==> config.mk <==
export PLATFORM = sky130hd
export DESIGN_NAME = utf8_decode_case_fold_core_flat
export DESIGN_NICKNAME = d
export VERILOG_FILES = /design/src/rtl/core/ufc_pkg.sv /design/src/rtl/core/ufc_in_if.sv /design/src/rtl/core/ufc_out_if.sv /design/src/rtl/core/ufc_decode.sv /design/src/rtl/core/ufc_emit.sv /design/src/rtl/core/utf8_decode_case_fold_core.sv /design/src/flat_wrapper.sv
export VERILOG_INCLUDE_DIRS = /design/src /design/src/rtl/core
export SDC_FILE = /design/constraint.sdc
export NUM_CORES = 1
export LEC_CHECK = 0
export ABC_AREA = 1
export BUFFER_PORTS_ARGS = -buffer_cell sky130_fd_sc_hd__buf_2
export CORE_MARGIN = 1
export CORE_UTILIZATION = 60
export CTS_CLUSTER_DIAMETER = 30
export CTS_CLUSTER_SIZE = 24
export DETAILED_ROUTE_END_ITERATION = 6
export GPL_TIMING_DRIVEN = 0
export PLACE_DENSITY = 0.79
export SYNTH_ARGS = -nofsm -noshare
export SYNTH_HDL_FRONTEND = slang
export SYNTH_HIERARCHICAL = 1
export SYNTH_SLANG_ARGS = --single-unit
==> constraint.sdc <==
create_clock -name clk -period 5.5 [get_ports clk]
set_input_delay 1.1 -clock clk [delete_from_list [all_inputs] [get_ports clk]]
set_output_delay 1.1 -clock clk [all_outputs]
set_load 0.02 [all_outputs]
==> src/rtl/core/assert_macros.svh <==
// Assertion macros shared by the decoder RTL files.
`ifndef ASSERT_MACROS_SVH
`define ASSERT_MACROS_SVH

// Same-cycle implication, checked at every rising edge outside reset.
`define UFC_ASSERT_IMP(label, clk, rst, ante, cons, msg) \
  label: assert property (@(posedge clk) disable iff (rst) (ante) |-> (cons)) \
    else $error(msg);

// Next-cycle implication, checked at every rising edge outside reset.
`define UFC_ASSERT_NXT(label, clk, rst, ante, cons, msg) \
  label: assert property (@(posedge clk) disable iff (rst) (ante) |=> (cons)) \
    else $error(msg);

`endif

==> src/rtl/core/ufc_pkg.sv <==
// Package with the shared types, constants and case-fold function of the decoder.
`timescale 1ns / 1ps

package ufc_pkg;

  localparam int unsigned CodeW   = 21;
  localparam int unsigned FoldW   = 11;

  localparam logic [CodeW-1:0] Replacement = 21'h00FFFD;
  localparam logic [7:0]       LeadMax     = 8'hF4;
  localparam logic [7:0]       LeadMin     = 8'hC0;
  localparam logic [5:0]       ContMask    = 6'h3F;

  // One accepted byte expands into a burst: some replacements, then at most
  // one closing result.
  typedef struct packed {
    logic [1:0]       reps;
    logic             tail;
    logic [CodeW-1:0] tail_code;
    logic             tail_bad;
    logic [FoldW-1:0] tail_folded;
    logic             fin;
  } ufc_job_t;

  function automatic logic [FoldW-1:0] fold_token(input logic [CodeW-1:0] c);
    logic [FoldW-1:0] lo;
    logic [FoldW-1:0] res;
    lo  = c[FoldW-1:0];
    res = '0;
    priority if (c >= 21'h61 && c <= 21'h7A) begin
      res = lo;
    end else if (c >= 21'h41 && c <= 21'h5A) begin
      res = lo + 11'h20;
    end else if (c >= 21'h30 && c <= 21'h39) begin
      res = lo;
    end else if (c < 21'h0C0) begin
      res = '0;
    end else if (c <= 21'h0FF) begin
      if (c == 21'h0D7 || c == 21'h0F7) begin
        res = '0;
      end else if (c <= 21'h0DE) begin
        res = lo + 11'h20;
      end else begin
        res = lo;
      end
    end else if (c == 21'h386) begin
      res = 11'h3AC;
    end else if (c >= 21'h388 && c <= 21'h38A) begin
      res = lo + 11'h25;
    end else if (c == 21'h38C) begin
      res = 11'h3CC;
    end else if (c == 21'h38E || c == 21'h38F) begin
      res = lo + 11'h3F;
    end else if (c >= 21'h391 && c <= 21'h3AB) begin
      res = (c == 21'h3A2) ? 11'h000 : lo + 11'h20;
    end else if (c >= 21'h3AC && c <= 21'h3CE) begin
      res = lo;
    end else if (c >= 21'h400 && c <= 21'h40F) begin
      res = lo + 11'h50;
    end else if (c >= 21'h410 && c <= 21'h42F) begin
      res = lo + 11'h20;
    end else if (c >= 21'h430 && c <= 21'h45F) begin
      res = lo;
    end else if (c >= 21'h460 && c <= 21'h481) begin
      res = c[0] ? lo : lo + 11'h001;
    end else if (c == 21'h4C0) begin
      res = 11'h4CF;
    end else if (c >= 21'h4C1 && c <= 21'h4CE) begin
      res = c[0] ? lo + 11'h001 : lo;
    end else if ((c >= 21'h48A && c <= 21'h4BF) || (c >= 21'h4CF && c <= 21'h4FF)) begin
      res = c[0] ? lo : lo + 11'h001;
    end else begin
      res = '0;
    end
    return res;
  endfunction

endpackage

==> src/rtl/core/ufc_in_if.sv <==
// Interface of the byte input channel.
`timescale 1ns / 1ps

interface ufc_in_if;
  logic       valid;
  logic       ready;
  logic [7:0] byte_in;
  logic       final_byte;

  modport source (output valid, output byte_in, output final_byte, input ready);
  modport sink   (input valid, input byte_in, input final_byte, output ready);
endinterface

==> src/rtl/core/ufc_out_if.sv <==
// Interface of the decoded result channel.
`timescale 1ns / 1ps

interface ufc_out_if;
  logic        valid;
  logic        ready;
  logic [20:0] code_point;
  logic [10:0] folded;
  logic        malformed;
  logic        run_last;
  logic        text_end;

  modport source (output valid, output code_point, output folded, output malformed,
                  output run_last, output text_end, input ready);
  modport sink   (input valid, input code_point, input folded, input malformed,
                  input run_last, input text_end, output ready);
endinterface

==> src/rtl/core/ufc_decode.sv <==
// Sequence state of the UTF-8 decoder and the burst descriptor for each byte.
`timescale 1ns / 1ps
`include "assert_macros.svh"

module ufc_decode
  import ufc_pkg::*;
(
  input  logic       clk,
  input  logic       rst,
  input  logic       accept,
  input  logic [7:0] byte_in,
  input  logic       final_byte,
  output ufc_job_t   job
);

  logic [CodeW-1:0] partial_code, partial_code_next;
  logic [1:0]       bytes_needed, bytes_needed_next;
  logic [1:0]       bytes_held, bytes_held_next;

  logic             is_cont;
  logic [CodeW-1:0] grown;
  logic [1:0]       needed_dec;

  always_comb begin
    is_cont    = (byte_in[7:6] == 2'b10);
    grown      = {partial_code[CodeW-7:0], byte_in[5:0] & ContMask};
    needed_dec = bytes_needed - 2'd1;

    partial_code_next = partial_code;
    bytes_needed_next = bytes_needed;
    bytes_held_next   = bytes_held;
    job               = '0;
    job.fin           = final_byte;

    if (bytes_needed != 2'd0 && is_cont) begin
      if (needed_dec == 2'd0) begin
        job.tail          = 1'b1;
        job.tail_code     = grown;
        job.tail_folded   = fold_token(grown);
        partial_code_next = '0;
        bytes_needed_next = '0;
        bytes_held_next   = '0;
      end else if (final_byte) begin
        job.reps          = bytes_held + 2'd1;
        partial_code_next = '0;
        bytes_needed_next = '0;
        bytes_held_next   = '0;
      end else begin
        partial_code_next = grown;
        bytes_needed_next = needed_dec;
        bytes_held_next   = bytes_held + 2'd1;
      end
    end else begin
      // Held bytes of a broken sequence are replaced, then the byte is a lead.
      job.reps          = (bytes_needed != 2'd0) ? bytes_held : 2'd0;
      partial_code_next = '0;
      bytes_needed_next = '0;
      bytes_held_next   = '0;
      if (!byte_in[7]) begin
        job.tail        = 1'b1;
        job.tail_code   = {13'd0, byte_in};
        job.tail_folded = fold_token({13'd0, byte_in});
      end else if (byte_in < LeadMin || byte_in > LeadMax || final_byte) begin
        job.tail      = 1'b1;
        job.tail_code = Replacement;
        job.tail_bad  = 1'b1;
      end else begin
        bytes_held_next = 2'd1;
        if (byte_in[5:4] == 2'b11) begin
          partial_code_next = {18'd0, byte_in[2:0]};
          bytes_needed_next = 2'd3;
        end else if (byte_in[5]) begin
          partial_code_next = {17'd0, byte_in[3:0]};
          bytes_needed_next = 2'd2;
        end else begin
          partial_code_next = {16'd0, byte_in[4:0]};
          bytes_needed_next = 2'd1;
        end
      end
    end
  end

  always_ff @(posedge clk) begin
    if (rst) begin
      partial_code <= '0;
      bytes_needed <= '0;
      bytes_held   <= '0;
    end else if (accept) begin
      partial_code <= partial_code_next;
      bytes_needed <= bytes_needed_next;
      bytes_held   <= bytes_held_next;
    end
  end

  `UFC_ASSERT_IMP(a_open_seq_holds_bytes, clk, rst, bytes_needed != 2'd0, bytes_held != 2'd0, "open sequence without held bytes")
  `UFC_ASSERT_NXT(a_final_closes_seq, clk, rst, accept && final_byte, bytes_needed == 2'd0 && bytes_held == 2'd0, "sequence left open after final byte")

endmodule

==> src/rtl/core/ufc_emit.sv <==
// Burst register and output register that issue one result per cycle unless out_stream stalls.
`timescale 1ns / 1ps
`include "assert_macros.svh"

module ufc_emit
  import ufc_pkg::*;
(
  input  logic          clk,
  input  logic          rst,
  input  logic          push,
  input  ufc_job_t      job_in,
  output logic          ready,
  ufc_out_if.source     out_stream
);

  ufc_job_t job;
  logic     job_busy;
  logic     job_last;
  logic     load;
  logic     last_load;

  assign job_busy  = (job.reps != 2'd0) || job.tail;
  assign job_last  = (job.reps == 2'd1 && !job.tail) || (job.reps == 2'd0 && job.tail);
  assign load      = job_busy && (!out_stream.valid || out_stream.ready);
  assign last_load = load && job_last;
  assign ready     = !job_busy || last_load;

  always_ff @(posedge clk) begin
    if (rst) begin
      job.reps         <= '0;
      job.tail         <= 1'b0;
      out_stream.valid <= 1'b0;
    end else begin
      if (push) begin
        job <= job_in;
      end else if (load) begin
        if (job.reps != 2'd0) begin
          job.reps <= job.reps - 2'd1;
        end else begin
          job.tail <= 1'b0;
        end
      end

      if (load) begin
        out_stream.valid <= 1'b1;
        if (job.reps != 2'd0) begin
          out_stream.code_point <= Replacement;
          out_stream.folded     <= '0;
          out_stream.malformed  <= 1'b1;
          out_stream.run_last   <= job_last;
          out_stream.text_end   <= job_last && job.fin;
        end else begin
          out_stream.code_point <= job.tail_code;
          out_stream.folded     <= job.tail_folded;
          out_stream.malformed  <= job.tail_bad;
          out_stream.run_last   <= 1'b1;
          out_stream.text_end   <= job.fin;
        end
      end else if (out_stream.ready) begin
        out_stream.valid <= 1'b0;
      end
    end
  end

  `UFC_ASSERT_IMP(a_push_when_free, clk, rst, push, !job_busy || last_load, "burst overwritten before it was issued")
  `UFC_ASSERT_IMP(a_bad_is_replacement, clk, rst, out_stream.valid && out_stream.malformed, out_stream.folded == '0 && out_stream.code_point == Replacement, "malformed result with payload")
  `UFC_ASSERT_IMP(a_end_is_run_last, clk, rst, out_stream.valid && out_stream.text_end, out_stream.run_last, "text end not on the last result of a byte")

endmodule

==> src/rtl/core/utf8_decode_case_fold_core.sv <==
// Top level of the UTF-8 decoder with token-forming case fold.
`timescale 1ns / 1ps

// The block takes text one byte per transfer on in_stream (byte_in, with
// final_byte set on the last byte of a text) and returns decoded code points
// on out_stream, each with its folded lower-case token form, a malformed flag,
// run_last on the last result caused by a byte and text_end on the very last
// result of the text.
// A byte is decoded as it is taken: the sequence state is updated and the
// results it causes are written as one burst into a burst register. From there
// the first result of the burst moves into the output register as soon as that
// register is free or is being emptied, and is offered on out_stream from there.
// Throughput is one byte per cycle while out_stream keeps up. A byte that
// only extends a sequence causes no result and costs nothing further; a byte
// with more than one result holds in_stream.ready low until its last result
// enters the output register, one per cycle (at most four for a broken sequence).
// When out_stream stalls, the output register holds its result and the burst
// register waits behind it; in_stream keeps taking bytes until the burst
// register is occupied by a burst that cannot drain.
// Synchronous reset closes any open sequence and empties both registers.

module utf8_decode_case_fold_core
  import ufc_pkg::*;
(
  input  logic      clk,
  input  logic      rst,
  ufc_in_if.sink    in_stream,
  ufc_out_if.source out_stream
);

  ufc_job_t job;
  logic     accept;
  logic     push;
  logic     ready;

  // A byte is taken whenever the burst register is free or is handing over
  // its last result in this cycle.
  assign in_stream.ready = ready;
  assign accept          = in_stream.valid && ready;

  // Only bytes that cause results occupy the burst register.
  assign push = accept && ((job.reps != 2'd0) || job.tail);

  ufc_decode u_decode (
    .clk        (clk),
    .rst        (rst),
    .accept     (accept),
    .byte_in    (in_stream.byte_in),
    .final_byte (in_stream.final_byte),
    .job        (job)
  );

  ufc_emit u_emit (
    .clk        (clk),
    .rst        (rst),
    .push       (push),
    .job_in     (job),
    .ready      (ready),
    .out_stream (out_stream)
  );

endmodule

==> src/flat_wrapper.sv <==
// flat-port wrapper written by rule: the top's interface ports become plain ports
module utf8_decode_case_fold_core_flat import ufc_pkg::*;
  (clk, rst, in_stream_valid, in_stream_byte_in, in_stream_final_byte, in_stream_ready, out_stream_valid, out_stream_code_point, out_stream_folded, out_stream_malformed, out_stream_run_last, out_stream_text_end, out_stream_ready);
  ufc_in_if in_stream_i ();
  ufc_out_if out_stream_i ();
  input  logic clk;
  input  logic rst;
  input wire logic [$bits(in_stream_i.valid)-1:0] in_stream_valid;
  input wire logic [$bits(in_stream_i.byte_in)-1:0] in_stream_byte_in;
  input wire logic [$bits(in_stream_i.final_byte)-1:0] in_stream_final_byte;
  output wire logic [$bits(in_stream_i.ready)-1:0] in_stream_ready;
  output wire logic [$bits(out_stream_i.valid)-1:0] out_stream_valid;
  output wire logic [$bits(out_stream_i.code_point)-1:0] out_stream_code_point;
  output wire logic [$bits(out_stream_i.folded)-1:0] out_stream_folded;
  output wire logic [$bits(out_stream_i.malformed)-1:0] out_stream_malformed;
  output wire logic [$bits(out_stream_i.run_last)-1:0] out_stream_run_last;
  output wire logic [$bits(out_stream_i.text_end)-1:0] out_stream_text_end;
  input wire logic [$bits(out_stream_i.ready)-1:0] out_stream_ready;
  assign in_stream_i.valid = in_stream_valid;
  assign in_stream_i.byte_in = in_stream_byte_in;
  assign in_stream_i.final_byte = in_stream_final_byte;
  assign in_stream_ready = in_stream_i.ready;
  assign out_stream_valid = out_stream_i.valid;
  assign out_stream_code_point = out_stream_i.code_point;
  assign out_stream_folded = out_stream_i.folded;
  assign out_stream_malformed = out_stream_i.malformed;
  assign out_stream_run_last = out_stream_i.run_last;
  assign out_stream_text_end = out_stream_i.text_end;
  assign out_stream_i.ready = out_stream_ready;
  utf8_decode_case_fold_core u_core (.clk(clk), .rst(rst), .in_stream(in_stream_i), .out_stream(out_stream_i));
endmodule
* Yosys cells after proc, flatten, opt, wreduce, memory -nomap -nowiden
Cells that the tools add are included.
** Cells by class
- Add/subtract/negate cells :: 9
- Order comparisons :: 39
- Equal/unequal tests :: 14
- Muxes and demuxes :: 65
- Bitwise logic cells :: 2
- Reductions and logical operators :: 51
** Operators with widths (number)
- $mux W11 :: 26
- $ge A21 B11 Y1 const B :: 7
- $le A21 B11 Y1 const B :: 7
- $eq A21 B10 Y1 const B :: 5
- $ge A21 B10 Y1 const B :: 3
- $le A21 B10 Y1 const B :: 3
- $mux W9 :: 6
- $mux W15 :: 3
- $mux W22 :: 2
- $eq A21 B8 Y1 const B :: 2
- $ge A21 B7 Y1 const B :: 2
- $le A21 B7 Y1 const B :: 2
- $le A21 B8 Y1 const B :: 2
- $add A11 B6 Y11 const B :: 3
- $mux W2 :: 14
- $logic_and A1 B1 Y1 :: 24
- $mux W24 :: 1
- $mux W23 :: 1
- $eq A21 B11 Y1 const B :: 1
- $ge A21 B6 Y1 const B :: 1
- $le A21 B6 Y1 const B :: 1
- $lt A21 B8 Y1 const B :: 1
- $mux W5 :: 4
- $eq A8 B8 Y1 const B :: 2
- 24 further kinds :: 57
** Storage, ports and cells
- Register bits :: 92
- Input port bits :: 13
- Output and inout bits :: 37
- Word-level logic and storage cells :: 195

* Longest topological paths before layout
- Depth after elaboration :: 23
- Gate-level depth with buffers :: 27
- Gate-level depth less buffers :: 26

* By module
The synthesis kept the hierarchy.
** Modules (own cells, without submodules)
- ufc_decode :: instances 1, cells an instance 846, area each 4743.3 um2, seq. area each 380.4 um2
- ufc_emit :: instances 1, cells an instance 164, area each 2613.8 um2, seq. area each 2152.1 um2
- utf8_decode_case_fold_core :: instances 1, cells an instance 5, area each 23.8 um2, seq. area each 0.0 um2

* Worst setup path before layout
OpenSTA, ideal clock, no wires.
- Path kind :: input port to flip-flop
- Start point :: input in_stream_byte_in[0]
- End point :: register u_core/u_emit/job[0] (netlist name), enable pin
- Setup time :: 0.425 ns
- Arrival time :: 4.375 ns
- Required time :: 5.075 ns
- Slack :: 0.700 ns
- Cell stages on the path :: 15
- Cells stage by stage :: buf_2 clkinv_1 clkbuf_1 ha_1 inv_1 o211ai_1 nand3_1 inv_1 nor2_1 nor2_1 inv_1 inv_1 a21oi_2 inv_1 nor2_1
** RTL lines
- start: declaration :: RTL line flat_wrapper.sv:9 : input wire logic [$bits(in_stream_i.byte_in)-1:0] in_stream_byte_in;
- end signal: assignment :: RTL line ufc_emit.sv:35 : job <= job_in;
- end: declaration :: RTL line ufc_emit.sv:16 : ufc_job_t job;

==> flow_summary_export.csv <==
group,metric,value,unit
sta,period_needed,4895,ps
global_route,grt_max_degree,25,
cts,clock_path_buffers,2,
placed_design,place_hpwl,17530,um
global_route,grt_pass1_vias,6598,
floorplan,ios,50,
logic_synthesis,synth-seq-cells,92,
power_and_ir_drop,cellLeakagePower,3.731,nW
sta,setup_ws,605.3,ps
logic_synthesis,syn-num-nets,1052,
cells_and_area,fin_util,0.6803,
floorplan,die_w,112.9,um
cts,post_cts_buffers,0,
global_route,grt_overflow_total,0,
cells_and_area,synthToLayoutAreaGrowth,10.71,%
logic_synthesis,syn_inst,1015,
logic_synthesis,syn_area,0.007381,mm2
floorplan,initial_core_util,0.6145,
logic_synthesis,synthMuxAreaShare,0,
floorplan,coreArea,0.01201,mm2
logic_synthesis,synthAdderAreaFrac,0.04068,
placed_design,portBuffers,48,
logic_synthesis,synth_xor_area_frac,0.01543,
cts,hold_buffers,0,
sta,hold_violations,0,
logic_synthesis,synthTopCellsByArea,"edfxtp_1 28%, nand2_1 12%, dfxtp_1 6.2%",
cts,cts_buffers,9,
setup_path,end_kind,"flop",
power_and_ir_drop,p_per_area,593.3,mW/mm2
cts,post_cts_resized,0,
placed_design,place_ws,422.2,ps
setup_path,arrival,4930,ps
cts,ctsRootBufferMaster,"clkbuf_16",
power_and_ir_drop,vdd_drop_max,486.2,uV
logic_synthesis,synth_most_common_cell,"nand2_1",
sta,rsz0062_at_grt,"false",
logic_synthesis,synth_top_family_by_area,"simple AND/OR/NAND/NOR gates",
sta,fmax,204.3,MHz
sta,finalSetupViolCount,0,
routing,drt-initial-drc-count,808,
status,status,"complete, no violations",
cells_and_area,nets,1113,
setup_path,cp.required,5540,ps
logic_synthesis,syn_area_per_cell,7.272,um2
sta,post-route-period-util,0.8899,
logic_synthesis,synth-edff-count,69,
setup_path,crit_path_start_kind,"input pin",
setup_path,reg2reg_slack,1790,ps
logic_synthesis,ys.flop_type,"edfxtp_1",
cts,htreeDepth,3,
flow_run,maxCapViolations,0,
sta,fin_tns_setup,0,ps
logic_synthesis,yosys-top-cells-count,"228 x nand2_1, 118 x inv_1, 100 x nor2_1",
logic_synthesis,yosysTopAreaCell,"edfxtp_1",
setup_path,timing.rr.end,"u_core/u_emit/job[8]$_DFFE_PP_",
logic_synthesis,synthSimpleGateAreaFrac,0.3502,
logic_synthesis,async_flop_share,0,
logic_synthesis,synth_seq_area_share,0.3431,
floorplan,dieArea,0.01275,mm2
sta,slew_violations,0,
logic_synthesis,yosysWarnings,6,
setup_path,startpoint,"in_stream_byte_in[0]",
logic_synthesis,netlist.area_leader.share,0.2807,
cts,clock_latency,350,ps
cells_and_area,n_antenna_cell,0,
routing,detail_route.wl_per_cell,19.22,um
floorplan,rows,40,
routing,viasPerCell,5.968,
floorplan,die_h,112.9,um
sta,worstMarginPinSlew,835.4,ps
setup_path,r2r-start,"u_core/u_decode/partial_code[0]$_SDFFE_PP0P_",
cells_and_area,finalNonFillerCells,1228,
logic_synthesis,synth-compound-area-share,0.1414,
setup_path,worstSetupPathType,"in -> reg",
setup_path,worstSetupEndpoint,"u_core/u_emit/job[12]$_DFFE_PP_",
min_path,holdCritPathClass,"reg -> reg",
cts,cts_tree,"built",
routing,drc,0,
cts,clock_sinks,92,
routing,vias,7329,
setup_path,rr_worst_depth,27,
cts,clkTransAtPathRegs,70,ps
routing,drt_first_pass_iters,6,
logic_synthesis,yosysUniqueCellTypes,56,
global_route,antenna_found_initial,0,
routing,wl,23610,um
sta,relSlewSlack,0.4430,
setup_path,crit_fanout,23,
cells_and_area,drive_above_1_share,0.1850,
global_route,grt_pass1_wl,36550,um
placed_design,gp_congestion,1.044,
sta,clock_skew,12.83,ps
global_route,grt_use_total,0.3815,
routing,drtAntennaViolNets,0,
placed_design,placedCellCount,1212,
cells by family after synthesis:
family          after synthesis
flops                        92
xor+xnor                     13
compound gates              172
buf+inv                     188
simple gates                526
fa+ha+maj                    24
layout make-up:
type	count	area (um2)
fillers	1043	3840
inverters	151	573.1
flip-flops and latches	92	2532
plain buffers	37	232.7
well taps	147	183.9
clock buffers	9	225.2
repair buffers	50	270.3
clock inverters	7	102.6
multi-input cells	735	4051
metal layers:
metal | share of wire | vias up | GRT usage | wire [um]
met2 | 0.46 | 464 | 0.6074 | 10870
met3 | 0.097 | 85 | 0.06427 | 2287
li1 | - | 3464 | - | -
met1 | 0.39 | 3316 | 0.4830 | 9174
met4 | 0.054 | 0 | 0.2456 | 1274
met5 | 0 | - | 0 | 0
worst min path at each step:
| stage | from | endpoint | slack [ps] | cells past startpoint |
|---|---|---|---|---|
| finish | u_core/u_emit/job[27]$_DFFE_PP_ | u_core/u_emit/out_stream.code_point[14]$_SDFFCE_PN1P_ | 500 | 1 |
| global route | u_core/u_emit/job[13]$_DFFE_PP_ | u_core/u_emit/out_stream.code_point[0]$_SDFFCE_PN1P_ | 510 | 1 |
| CTS | u_core/u_emit/job[27]$_DFFE_PP_ | u_core/u_emit/out_stream.code_point[14]$_SDFFCE_PN1P_ | 500 | 1 |
| detailed placement | u_core/u_emit/job[27]$_DFFE_PP_ | u_core/u_emit/out_stream.code_point[14]$_SDFFCE_PN1P_ | 480 | 1 |
| global placement | u_core/u_decode/partial_code[8]$_SDFFE_PP0P_ | u_core/u_decode/partial_code[14]$_SDFFE_PP0P_ | 480 | 2 |
| floorplan | u_core/u_decode/partial_code[9]$_SDFFE_PP0P_ | u_core/u_decode/partial_code[9]$_SDFFE_PP0P_ | 460 | 2 |
state kept, by name, summed over array words and instances, names as in the netlist:
register	count
u_core/u_emit/out_stream.valid	1
u_core/u_emit/out_stream.folded	11
u_core/u_emit/out_stream.text_end	1
u_core/u_emit/job	37
u_core/u_emit/out_stream.run_last	1
u_core/u_emit/out_stream.code_point	21
u_core/u_decode/bytes_needed	2
u_core/u_decode/partial_code	15
u_core/u_decode/bytes_held	2
u_core/u_emit/out_stream.malformed	1
metrics by stage:
step | power [mW] | hold slack, ps | instance area (um2)
2_1_floorplan | 3.322 | 461.3 | 7381
3_3_place_gp | 4.024 | 477.5 | 7805
3_5_place_dp | 4.062 | 483.0 | 7844
4_1_cts | 4.758 | 498.3 | 8172
5_1_grt | 5.164 | 513.1 | 8172
6_report | 4.848 | 496.7 | 8172
placed cells by master (no fill, tap or decap), types with 6 or more instances in the layout:
master     instances
o21ai_2            6
o21ai_0           63
edfxtp_1          69
or2_1             16
nand2_1          228
ha_1              24
inv_1            118
nor2_1            99
nor2_4             8
o211ai_1          10
nor3_1            13
nand3_1           78
clkinv_1           7
o21ai_1           15
dfxtp_1           23
xor2_1            11
nand3_2            8
nand2_2           12
a21oi_1           47
buf_4             10
clkbuf_16          9
clkbuf_1          13
nand2_4           15
nor2_2            14
nand4_1           19
buf_2             57
inv_2             23
worst max-delay path, stage by stage:
cell,delay [ps]
buf_2,120
buf_2,270
clkinv_1,360
clkbuf_1,470
ha_1,350
inv_1,110
o211ai_1,150
nand3_1,190
inv_1,100
nor2_1,240
nor2_1,110
inv_1,140
inv_1,60
a21oi_2,220
inv_1,150
nor2_2,500
buf_8,270
power by group:
part,switching (mW),internal [mW]
clock network,0.270,0.405
registers,0.0821,0.968
logic,2.17,0.955
Power figures use the tool's default switching activity.
